**src/sv/sxlr_pkg.sv**
```systemverilog
// ============================================================================
// sxlr_pkg
// Shared types and constants for the synced XOR frame receiver.
// ============================================================================
package sxlr_pkg;

    // configuration register widths and port shape
    localparam int CFG_LED_W   = 9;
    localparam int CFG_TICK_W  = 16;
    localparam int CFG_DATA_W  = 16;
    localparam int CFG_IDX_W   = 2;

    // payload field widths
    localparam int BYTE_W      = 8;
    localparam int IDX_W       = 8;
    localparam int SLOT_W      = 2;
    localparam int CNT_W       = 32;

    // stream widths
    localparam int S_TDATA_W   = 8;
    localparam int S_TUSER_W   = 1;
    localparam int M_TDATA_W   = 88;
    localparam int M_TUSER_W   = 2;

    localparam int MAX_LEDS_DEF = 256;
    localparam int QUEUE_DEPTH  = 4;

    // register indexes
    localparam logic [CFG_IDX_W-1:0] REG_STRIP_A = 2'd0;
    localparam logic [CFG_IDX_W-1:0] REG_TOTAL   = 2'd1;
    localparam logic [CFG_IDX_W-1:0] REG_TIMEOUT = 2'd2;

    // register reset values
    localparam logic [CFG_LED_W-1:0]  STRIP_A_RST = 9'd128;
    localparam logic [CFG_LED_W-1:0]  TOTAL_RST   = 9'd256;
    localparam logic [CFG_TICK_W-1:0] TIMEOUT_RST = 16'd50;

    localparam logic [BYTE_W-1:0] SYNC_FIRST  = 8'hFF;
    localparam logic [BYTE_W-1:0] SYNC_SECOND = 8'hAA;

    localparam logic [SLOT_W-1:0] SLOT_LAST = 2'd2;

    typedef enum logic [0:0] {
        KIND_BYTE = 1'b0,
        KIND_TICK = 1'b1
    } item_kind_t;

    typedef enum logic [1:0] {
        EV_STAGED  = 2'd0,
        EV_GOOD    = 2'd1,
        EV_BAD     = 2'd2,
        EV_TIMEOUT = 2'd3
    } event_kind_t;

    typedef enum logic [1:0] {
        PH_HUNT    = 2'd0,
        PH_SECOND  = 2'd1,
        PH_PAYLOAD = 2'd2
    } phase_t;

    // one classified event as it travels through the queue
    typedef struct packed {
        event_kind_t         kind;
        logic                strip_sel;
        logic [IDX_W-1:0]    led_index;
        logic [SLOT_W-1:0]   color_slot;
        logic [BYTE_W-1:0]   byte_value;
    } evt_t;

endpackage

```
**src/sv/sxlr_front.sv**
```systemverilog
// ============================================================================
// sxlr_front
// Sync hunt, payload tracking, checksum and timeout; emits classified events.
// ============================================================================
module sxlr_front
    import sxlr_pkg::*;
#(
    parameter int MAX_LEDS = MAX_LEDS_DEF
) (
    input  logic                   aclk,
    input  logic                   aresetn,
    input  logic                   cfg_wr_en,
    input  logic [CFG_IDX_W-1:0]   cfg_index,
    input  logic [CFG_DATA_W-1:0]  cfg_data,
    input  logic                   item_accept,
    input  logic                   item_tick,
    input  logic [BYTE_W-1:0]      item_byte,
    output logic                   push,
    output evt_t                   push_evt
);

    localparam int LED_NEED_W = $clog2(MAX_LEDS + 1);
    localparam int PIX_W = (LED_NEED_W > CFG_LED_W) ? LED_NEED_W : CFG_LED_W;
    localparam logic [PIX_W-1:0] MAX_LEDS_P = PIX_W'(MAX_LEDS);
    localparam logic [CFG_TICK_W-1:0] TICK_SAT = '1;

    logic [CFG_LED_W-1:0]  strip_a_reg;
    logic [CFG_LED_W-1:0]  total_reg;
    logic [CFG_TICK_W-1:0] timeout_reg;

    phase_t                phase_reg, phase_next;
    logic [PIX_W-1:0]      pix_reg, pix_next;
    logic [SLOT_W-1:0]     slot_reg, slot_next;
    logic [BYTE_W-1:0]     xor_reg, xor_next;
    logic [CFG_TICK_W-1:0] ticks_reg, ticks_next;

    logic [PIX_W-1:0]      total_ext;
    logic [PIX_W-1:0]      leds_eff;
    logic [PIX_W-1:0]      strip_a_ext;
    logic [PIX_W-1:0]      pix_off;
    logic [CFG_TICK_W-1:0] ticks_inc;
    logic                  in_payload;
    logic                  timed_out;
    logic                  second_strip;

    // config registers
    always_ff @(posedge aclk) begin
        if (!aresetn) begin
            strip_a_reg <= STRIP_A_RST;
            total_reg   <= TOTAL_RST;
            timeout_reg <= TIMEOUT_RST;
        end else if (cfg_wr_en) begin
            unique case (cfg_index)
                REG_STRIP_A: strip_a_reg <= cfg_data[CFG_LED_W-1:0];
                REG_TOTAL:   total_reg   <= cfg_data[CFG_LED_W-1:0];
                REG_TIMEOUT: timeout_reg <= cfg_data;
                default: ;
            endcase
        end
    end

    assign total_ext    = PIX_W'(total_reg);
    assign leds_eff     = (total_ext > MAX_LEDS_P) ? MAX_LEDS_P : total_ext;
    assign in_payload   = (pix_reg < leds_eff);
    assign strip_a_ext  = PIX_W'(strip_a_reg);
    assign second_strip = (pix_reg >= strip_a_ext);
    assign pix_off      = pix_reg - strip_a_ext;
    assign ticks_inc    = (ticks_reg == TICK_SAT) ? ticks_reg : ticks_reg + 1'b1;
    assign timed_out    = (ticks_inc > timeout_reg);

    // next state
    always_comb begin
        phase_next = phase_reg;
        if (item_accept) begin
            if (item_tick) begin
                if (phase_reg == PH_PAYLOAD && timed_out) begin
                    phase_next = PH_HUNT;
                end
            end else begin
                unique case (phase_reg)
                    PH_SECOND: begin
                        if (item_byte == SYNC_SECOND) begin
                            phase_next = PH_PAYLOAD;
                        end else if (item_byte != SYNC_FIRST) begin
                            phase_next = PH_HUNT;
                        end
                    end
                    PH_PAYLOAD: begin
                        if (!in_payload) begin
                            phase_next = PH_HUNT;
                        end
                    end
                    default: begin
                        phase_next = (item_byte == SYNC_FIRST) ? PH_SECOND : PH_HUNT;
                    end
                endcase
            end
        end
    end

    // frame datapath
    always_comb begin
        pix_next   = pix_reg;
        slot_next  = slot_reg;
        xor_next   = xor_reg;
        ticks_next = ticks_reg;
        if (item_accept) begin
            if (item_tick) begin
                if (phase_reg == PH_PAYLOAD) begin
                    ticks_next = ticks_inc;
                end
            end else if (phase_reg == PH_SECOND && item_byte == SYNC_SECOND) begin
                pix_next   = '0;
                slot_next  = '0;
                xor_next   = '0;
                ticks_next = '0;
            end else if (phase_reg == PH_PAYLOAD && in_payload) begin
                xor_next = xor_reg ^ item_byte;
                if (slot_reg == SLOT_LAST) begin
                    slot_next = '0;
                    pix_next  = pix_reg + 1'b1;
                end else begin
                    slot_next = slot_reg + 1'b1;
                end
            end
        end
    end

    // emitted event
    always_comb begin
        push     = 1'b0;
        push_evt = '0;
        if (item_accept && phase_reg == PH_PAYLOAD) begin
            if (item_tick) begin
                if (timed_out) begin
                    push          = 1'b1;
                    push_evt.kind = EV_TIMEOUT;
                end
            end else if (in_payload) begin
                push                = 1'b1;
                push_evt.kind       = EV_STAGED;
                push_evt.strip_sel  = second_strip;
                push_evt.led_index  = second_strip ? pix_off[IDX_W-1:0]
                                                   : pix_reg[IDX_W-1:0];
                push_evt.color_slot = slot_reg;
                push_evt.byte_value = item_byte;
            end else begin
                push          = 1'b1;
                push_evt.kind = (xor_reg == item_byte) ? EV_GOOD : EV_BAD;
            end
        end
    end

    always_ff @(posedge aclk) begin
        if (!aresetn) begin
            phase_reg <= PH_HUNT;
            pix_reg   <= '0;
            slot_reg  <= '0;
            xor_reg   <= '0;
            ticks_reg <= '0;
        end else begin
            phase_reg <= phase_next;
            pix_reg   <= pix_next;
            slot_reg  <= slot_next;
            xor_reg   <= xor_next;
            ticks_reg <= ticks_next;
        end
    end

    // color slot never reaches the unused code
    a_slot_range: assert property (@(posedge aclk) disable iff (!aresetn)
        slot_reg != 2'd3)
        else $error("slot counter out of range");

    // pixel count never runs past the largest frame
    a_pix_range: assert property (@(posedge aclk) disable iff (!aresetn)
        pix_reg <= MAX_LEDS_P)
        else $error("pixel counter overran frame");

    // a sync pair always opens a clean frame
    a_sync_clears: assert property (@(posedge aclk) disable iff (!aresetn)
        (item_accept && !item_tick && phase_reg == PH_SECOND
         && item_byte == SYNC_SECOND)
        |=> (phase_reg == PH_PAYLOAD && pix_reg == '0 && xor_reg == '0
             && ticks_reg == '0))
        else $error("frame state not cleared on sync");

endmodule

```
**src/sv/sxlr_queue.sv**
```systemverilog
// ============================================================================
// sxlr_queue
// Short event queue between the classifier and the output stage.
// ============================================================================
module sxlr_queue
    import sxlr_pkg::*;
(
    input  logic  aclk,
    input  logic  aresetn,
    input  logic  push,
    input  evt_t  push_evt,
    input  logic  pop,
    output logic  full,
    output logic  q_valid,
    output evt_t  head
);

    localparam int PTR_W = $clog2(QUEUE_DEPTH);
    localparam int CNT_QW = $clog2(QUEUE_DEPTH + 1);
    localparam logic [CNT_QW-1:0] DEPTH_C = CNT_QW'(QUEUE_DEPTH);

    evt_t              slot_reg [QUEUE_DEPTH];
    logic [PTR_W-1:0]  wr_ptr_reg, rd_ptr_reg;
    logic [CNT_QW-1:0] count_reg, count_next;
    logic              do_pop;

    assign full    = (count_reg == DEPTH_C);
    assign q_valid = (count_reg != '0);
    assign head    = slot_reg[rd_ptr_reg];
    assign do_pop  = pop && q_valid;

    always_comb begin
        count_next = count_reg;
        if (push && !do_pop) begin
            count_next = count_reg + 1'b1;
        end else if (!push && do_pop) begin
            count_next = count_reg - 1'b1;
        end
    end

    always_ff @(posedge aclk) begin
        if (push) begin
            slot_reg[wr_ptr_reg] <= push_evt;
        end
    end

    always_ff @(posedge aclk) begin
        if (!aresetn) begin
            wr_ptr_reg <= '0;
            rd_ptr_reg <= '0;
            count_reg  <= '0;
        end else begin
            if (push) begin
                wr_ptr_reg <= wr_ptr_reg + 1'b1;
            end
            if (do_pop) begin
                rd_ptr_reg <= rd_ptr_reg + 1'b1;
            end
            count_reg <= count_next;
        end
    end

    a_no_overflow: assert property (@(posedge aclk) disable iff (!aresetn)
        full |-> !push)
        else $error("push into full queue");

    a_count_bound: assert property (@(posedge aclk) disable iff (!aresetn)
        count_reg <= DEPTH_C)
        else $error("queue count out of range");

    a_ptr_gap: assert property (@(posedge aclk) disable iff (!aresetn)
        (count_reg != DEPTH_C) |-> (PTR_W'(wr_ptr_reg - rd_ptr_reg) == count_reg[PTR_W-1:0]))
        else $error("queue pointers disagree with count");

endmodule

```
**src/sv/sxlr_back.sv**
```systemverilog
// ============================================================================
// sxlr_back
// Output stage: frame statistics and the registered result channel.
// ============================================================================
module sxlr_back
    import sxlr_pkg::*;
(
    input  logic                  aclk,
    input  logic                  aresetn,
    input  logic                  q_valid,
    input  evt_t                  head,
    output logic                  pop,
    output logic                  m_tvalid,
    input  logic                  m_tready,
    // m_tdata: strip_sel[0], led_index[8:1], color_slot[10:9], byte_value[18:11],
    //          good_frames[50:19], bad_frames[82:51], zero[87:83]
    output logic [M_TDATA_W-1:0]  m_tdata,
    // m_tuser: event_kind[1:0]
    output logic [M_TUSER_W-1:0]  m_tuser
);

    localparam int PAD_W = M_TDATA_W - (1 + IDX_W + SLOT_W + BYTE_W + 2 * CNT_W);
    localparam logic [CNT_W-1:0] CNT_SAT = '1;

    logic             valid_reg;
    evt_t             evt_reg;
    logic [CNT_W-1:0] good_reg, good_next;
    logic [CNT_W-1:0] bad_reg, bad_next;

    assign pop = q_valid && (!valid_reg || m_tready);

    always_comb begin
        good_next = good_reg;
        bad_next  = bad_reg;
        case (head.kind) inside
            EV_GOOD: begin
                if (good_reg != CNT_SAT) good_next = good_reg + 1'b1;
            end
            EV_BAD, EV_TIMEOUT: begin
                if (bad_reg != CNT_SAT) bad_next = bad_reg + 1'b1;
            end
            default: ;
        endcase
    end

    always_ff @(posedge aclk) begin
        if (pop) begin
            evt_reg <= head;
        end
    end

    always_ff @(posedge aclk) begin
        if (!aresetn) begin
            valid_reg <= 1'b0;
            good_reg  <= '0;
            bad_reg   <= '0;
        end else begin
            if (pop) begin
                valid_reg <= 1'b1;
                good_reg  <= good_next;
                bad_reg   <= bad_next;
            end else if (m_tready) begin
                valid_reg <= 1'b0;
            end
        end
    end

    assign m_tvalid = valid_reg;
    assign m_tuser  = evt_reg.kind;
    assign m_tdata  = {{PAD_W{1'b0}}, bad_reg, good_reg, evt_reg.byte_value,
                       evt_reg.color_slot, evt_reg.led_index, evt_reg.strip_sel};

    a_good_nonzero: assert property (@(posedge aclk) disable iff (!aresetn)
        (valid_reg && evt_reg.kind == EV_GOOD) |-> (good_reg != '0))
        else $error("good event without good count");

    a_bad_nonzero: assert property (@(posedge aclk) disable iff (!aresetn)
        (valid_reg && (evt_reg.kind == EV_BAD || evt_reg.kind == EV_TIMEOUT))
        |-> (bad_reg != '0))
        else $error("bad event without bad count");

    a_frame_fields_zero: assert property (@(posedge aclk) disable iff (!aresetn)
        (valid_reg && evt_reg.kind != EV_STAGED)
        |-> (evt_reg.byte_value == '0 && evt_reg.led_index == '0
             && evt_reg.color_slot == '0 && !evt_reg.strip_sel))
        else $error("frame event carries payload fields");

endmodule

```
**src/sv/synced_xor_led_frame_receiver.sv**
```systemverilog
// ============================================================================
// synced_xor_led_frame_receiver
// Serial frame receiver: 0xFF 0xAA sync, payload staging, XOR check, timeout.
// ============================================================================
// Usage:
//   Input stream s_*: one item per handshake. s_tuser[0] selects the kind
//   (0 = serial byte in s_tdata, 1 = one millisecond tick). Bytes drive the
//   sync hunt, payload staging and checksum; ticks age an open frame.
//   Output stream m_*: at most one result item per input item. m_tuser holds
//   the event kind (staged byte, frame good, checksum bad, timeout); m_tdata
//   carries strip, index within strip, color slot, byte and both counters.
//   Config port: cfg_wr_en writes cfg_data into register cfg_index
//   (0 strip A size, 1 LEDs per frame, 2 timeout in ticks); write while idle.
// Throughput: one item per clock while the event queue has a free slot.
// Path: an accepted item is classified into the event queue, then popped
//   into the output register that drives m_*.
// Stalls: a four-entry queue plus the output register decouple the sides;
//   s_tready drops only while the queue is full, as when m_tready is held low.
// Reset (aresetn low, synchronous): registers return to 128/256/50, the
//   receiver goes back to sync hunt, counters clear and the queue empties.
// ============================================================================
module synced_xor_led_frame_receiver
    import sxlr_pkg::*;
#(
    parameter int MAX_LEDS = MAX_LEDS_DEF
) (
    input  logic                   aclk,
    input  logic                   aresetn,
    // configuration writes
    input  logic                   cfg_wr_en,
    input  logic [CFG_IDX_W-1:0]   cfg_index,
    input  logic [CFG_DATA_W-1:0]  cfg_data,
    // input items
    input  logic                   s_tvalid,
    output logic                   s_tready,
    // s_tdata: rx_byte[7:0]
    input  logic [S_TDATA_W-1:0]   s_tdata,
    // s_tuser: func[0]
    input  logic [S_TUSER_W-1:0]   s_tuser,
    // result items
    output logic                   m_tvalid,
    input  logic                   m_tready,
    // m_tdata: strip_sel[0], led_index[8:1], color_slot[10:9], byte_value[18:11],
    //          good_frames[50:19], bad_frames[82:51], zero[87:83]
    output logic [M_TDATA_W-1:0]   m_tdata,
    // m_tuser: event_kind[1:0]
    output logic [M_TUSER_W-1:0]   m_tuser
);

    logic item_accept;
    logic q_full;
    logic q_valid;
    logic push;
    logic pop;
    evt_t push_evt;
    evt_t head;

    // an item is taken only while the queue has a free slot for its event
    assign s_tready    = !q_full;
    assign item_accept = s_tvalid && s_tready;

    sxlr_front #(
        .MAX_LEDS (MAX_LEDS)
    ) u_front (
        .aclk        (aclk),
        .aresetn     (aresetn),
        .cfg_wr_en   (cfg_wr_en),
        .cfg_index   (cfg_index),
        .cfg_data    (cfg_data),
        .item_accept (item_accept),
        .item_tick   (s_tuser[0] == KIND_TICK),
        .item_byte   (s_tdata[BYTE_W-1:0]),
        .push        (push),
        .push_evt    (push_evt)
    );

    sxlr_queue u_queue (
        .aclk     (aclk),
        .aresetn  (aresetn),
        .push     (push),
        .push_evt (push_evt),
        .pop      (pop),
        .full     (q_full),
        .q_valid  (q_valid),
        .head     (head)
    );

    sxlr_back u_back (
        .aclk     (aclk),
        .aresetn  (aresetn),
        .q_valid  (q_valid),
        .head     (head),
        .pop      (pop),
        .m_tvalid (m_tvalid),
        .m_tready (m_tready),
        .m_tdata  (m_tdata),
        .m_tuser  (m_tuser)
    );

endmodule
```
**config.mk**
```make
export PLATFORM = sky130hd
export DESIGN_NAME = synced_xor_led_frame_receiver
export DESIGN_NICKNAME = d
export VERILOG_FILES = /design/src/sv/sxlr_pkg.sv /design/src/sv/sxlr_front.sv /design/src/sv/sxlr_queue.sv /design/src/sv/sxlr_back.sv /design/src/sv/synced_xor_led_frame_receiver.sv
export SDC_FILE = /design/constraint.sdc
export NUM_CORES = 1
export LEC_CHECK = 0
export ABC_AREA = 1
export BUFFER_PORTS_ARGS = -buffer_cell sky130_fd_sc_hd__buf_2
export CORE_AREA = 5 5 152 154
export CTS_CLUSTER_SIZE = 12
export DETAILED_ROUTE_END_ITERATION = 12
export DIE_AREA = 0 0 157 159
export PLACE_DENSITY = 0.88
export SLEW_MARGIN = 40
export SYNTH_ARGS = -nofsm -noshare
export SYNTH_HDL_FRONTEND = slang
export SYNTH_SLANG_ARGS = --single-unit
export TNS_END_PERCENT = 10
```
**constraint.sdc**
```tcl
create_clock -name aclk -period 6.1 [get_ports aclk]
set_input_delay 0.61 -clock aclk [delete_from_list [all_inputs] [get_ports aclk]]
set_output_delay 0.61 -clock aclk [all_outputs]
set_load 0.02 [all_outputs]
```
==> results.yml <==
synthesis:
  yosys_warnings: 0
  yosys-top-cells-area: "edfxtp_1, dfxtp_1, nand2_1, nor2_1, a21oi_1"
  async_reset_ff_frac: 0
  yosys.area.top_type: "edfxtp_1"
  synth_top_area_frac: 0.247
  syn_area_um2: 12800
  synth-edff-count: 105
  seq_area_frac_synth: 0.474
  ys.flop_type: "dfxtp_1"
  avgSynthCellArea_um2: 8.16
  ys_seq_elements: 250
  synthTopCellsByCount: "nand2_1, nor2_1, dfxtp_1"
  synth.distinct_cells: 52
  postSynthCellCount: 1564
  synth_most_common_cell: "nand2_1"
clocking:
  cts_inserted_buffers: 27
  cts_tree: "done"
  clock_latency_ns: 0.53
  post_cts_buffers: 0
  clk_pin_slew_worst_paths_ns: 0.06
  cts.path.max_buffers: 3
  cts.sinks: 250
  htree_levels: 1
  cts_resized: 0
  cts-root-buf: "clkbuf_16"
  postCtsHoldBufs: 0
placed_design:
  placed_cell_area_um2: 13500
  pre_cts_ws_ns: 2.22
  dp.cells: 1918
  port_buffers: 118
  hpwl_mm: 20.8
  place.gp.congestion: 0.976
die:
  io_pins: 124
  rows: 54
  start_util: 0.592
  core_um2: 21600
  die_y_um: 159
  die_w_um: 157
  die_area_um2: 25000
power_and_ir_drop:
  vdd_drop_max_mv: 0.227
  finalPower_mw: 4.44
  leakage_nw: 5.75
  power_density_nw_per_um2: 310
global_routing:
  grt_pass1_wl_mm: 50.2
  grt_max_degree: 72
  antenna_found_initial: 0
  grt_pass1_vias: 10600
  track_usage: 0.236
  grt_remaining_overflow: 0
worst_setup_path:
  max_stage_delay_ns: 0.39
  cp-start-kind: "flip-flop"
  path_delay_family: "simple AND/OR/NAND/NOR gates"
  path_max_fanout: 11
  critical_path_depth: 24
  r2r-start: "u_front.ticks_reg[0]"
  r2r-end: "u_queue.count_reg[2]"
  r2r_slack_ns: 2.20
  cp_num_buf_inv: 3
  rr_worst_depth: 24
  cp_common_cell: "nand2_1"
  critical-path-slowest-cell: "dfxtp_1"
  crit_end: "u_queue.count_reg[2]"
  crit_required_ns: 6.51
  crit_chain: "ha_1, nand2_1, inv_1, nand3_2, nor2_4, nand4_4, nand2_1, xnor2_1, ha_1, nand4_1, nor3_1, nand2_1, nand2_1, nand2_1, nand2_1, nand2_1, inv_1, ha_1, inv_1, fa_1, a21oi_1, o21ai_0, o21ai_0, a21oi_1"
  crit_start: "u_front.ticks_reg[0]"
  critPathCaptureType: "flip-flop"
  timing_worst_setup_path_type: "flip-flop to flip-flop"
  arrival_ns: 4.31
detailed_routing:
  first_iter_violations: 903
  drc: 0
  postRouteAntennaNets: 0
  vias_per_cell: 5.51
  via_count: 10800
  firstDrtPassIters: 6
  wl_per_cell_um: 15.0
  wl_mm: 29.6
final_layout:
  antenna_cells: 0
  largest_reg_flops: 84
  post_route_cells_drive_above_1_share: 0.133
  multi_input_area_um2: 5860
  syn_to_final_growth_pct: 12.4
  ff_latch_area_um2: 6060
  nets: 1745
  finish.utilization: 0.666
  finish.instance_area_um2: 14300
  final_cells: 1968
  fill_cells: 1714
timing:
  fin_hold_ws_ns: 0.352
  drv_slew: 0
  rsz0062_at_grt: "false"
  finalCritPeriodShare: 0.640
  period_minus_slack_ns: 3.90
  hold_viol: 0
  skew_ns: 0.0159
  setup_viol: 0
  worst_slew_pin_slew_ns: 0.679
  relSlewSlack: 0.546
  finalSetupTns_ns: 0
  setup_ws_ns: 2.20
  fmax_mhz: 256
min_path:
  min_from: "cfg_data[4]"
  holdCritPathClass: "input port to flip-flop"
run:
  max-cap-violations: 0
status:
  status: "complete, no violations"
-- routing by layer --
metal / part of all wire / GRT usage
met4: 0.020 / 0.0655
met1: 0.42 / 0.317
met2: 0.48 / 0.399
met3: 0.074 / 0.0348
met5: 0 / 0
-- tightest hold or removal path, cell delays in order --
cell and delay [ns]:
buf_2 0.11, nand2_1 0.05, o211ai_1 0.07
-- layout make-up --
cell class	count	share of cell area
Clock buffer	41	0.0528
Clock inverter	9	0.00706
Inverter	147	0.0386
Multi-Input combinational cell	1113	0.408
Sequential cell	250	0.422
Tap cell	280	0.0244
Timing Repair Buffer	128	0.0469
-- worst min path at each step --
stage | endpoint | slack [ns] | cells after the start
floorplan | u_front.strip_a_ext[8] | 0.44 | 2
global placement | u_front.strip_a_ext[6] | 0.45 | 2
detailed placement | u_front.timeout_reg[2] | 0.46 | 2
CTS | u_front.timeout_reg[4] | 0.34 | 3
finish | u_front.timeout_reg[4] | 0.35 | 3
global route | u_front.strip_a_ext[7] | 0.36 | 3
-- kinds of logic after synthesis --
group	count (synthesis)	share of synthesized area
adders and majority gates	46	0.0463
xor gates and xnor gates	63	0.0432
DFF	250	0.474
AOI/OAI and AO/OA	281	0.119
and+or+nand+nor	718	0.248
other	1	0.000294
buffers and inverters	205	0.0686
-- cells in the final DEF (no fill, tap or decap), types with 2 or more instances in the layout --
cell type / n
nand2_1: 347
nor2_1: 191
dfxtp_1: 145
a21oi_1: 141
inv_1: 137
buf_2: 118
edfxtp_1: 105
o21ai_0: 96
nand3_1: 63
ha_1: 44
xor2_1: 43
nor3_1: 41
clkbuf_16: 27
xnor2_1: 20
o22ai_1: 19
nand4_1: 18
nor2_2: 11
clkbuf_1: 11
buf_4: 9
inv_2: 8
nor4_1: 7
o211ai_1: 7
nand2_2: 5
nand3_2: 5
o21ai_2: 5
o21ai_1: 5
nand3b_1: 5
conb_1: 5
clkinv_2: 5
nor2_4: 4
nor3_2: 4
nor3b_1: 3
nor3b_2: 3
clkbuf_8: 3
nand4_4: 2
nor4_2: 2
fa_1: 2
bufinv_16: 2
-- power by group --
| part | internal [mW] | switching, mW | total [mW] |
|---|---|---|---|
| Sequential | 1.90 | 0.0486 | 1.95 |
| Combinational | 0.255 | 0.658 | 0.913 |
| Clock | 0.940 | 0.637 | 1.58 |
No activity file was read; power rests on OpenSTA's default activity.
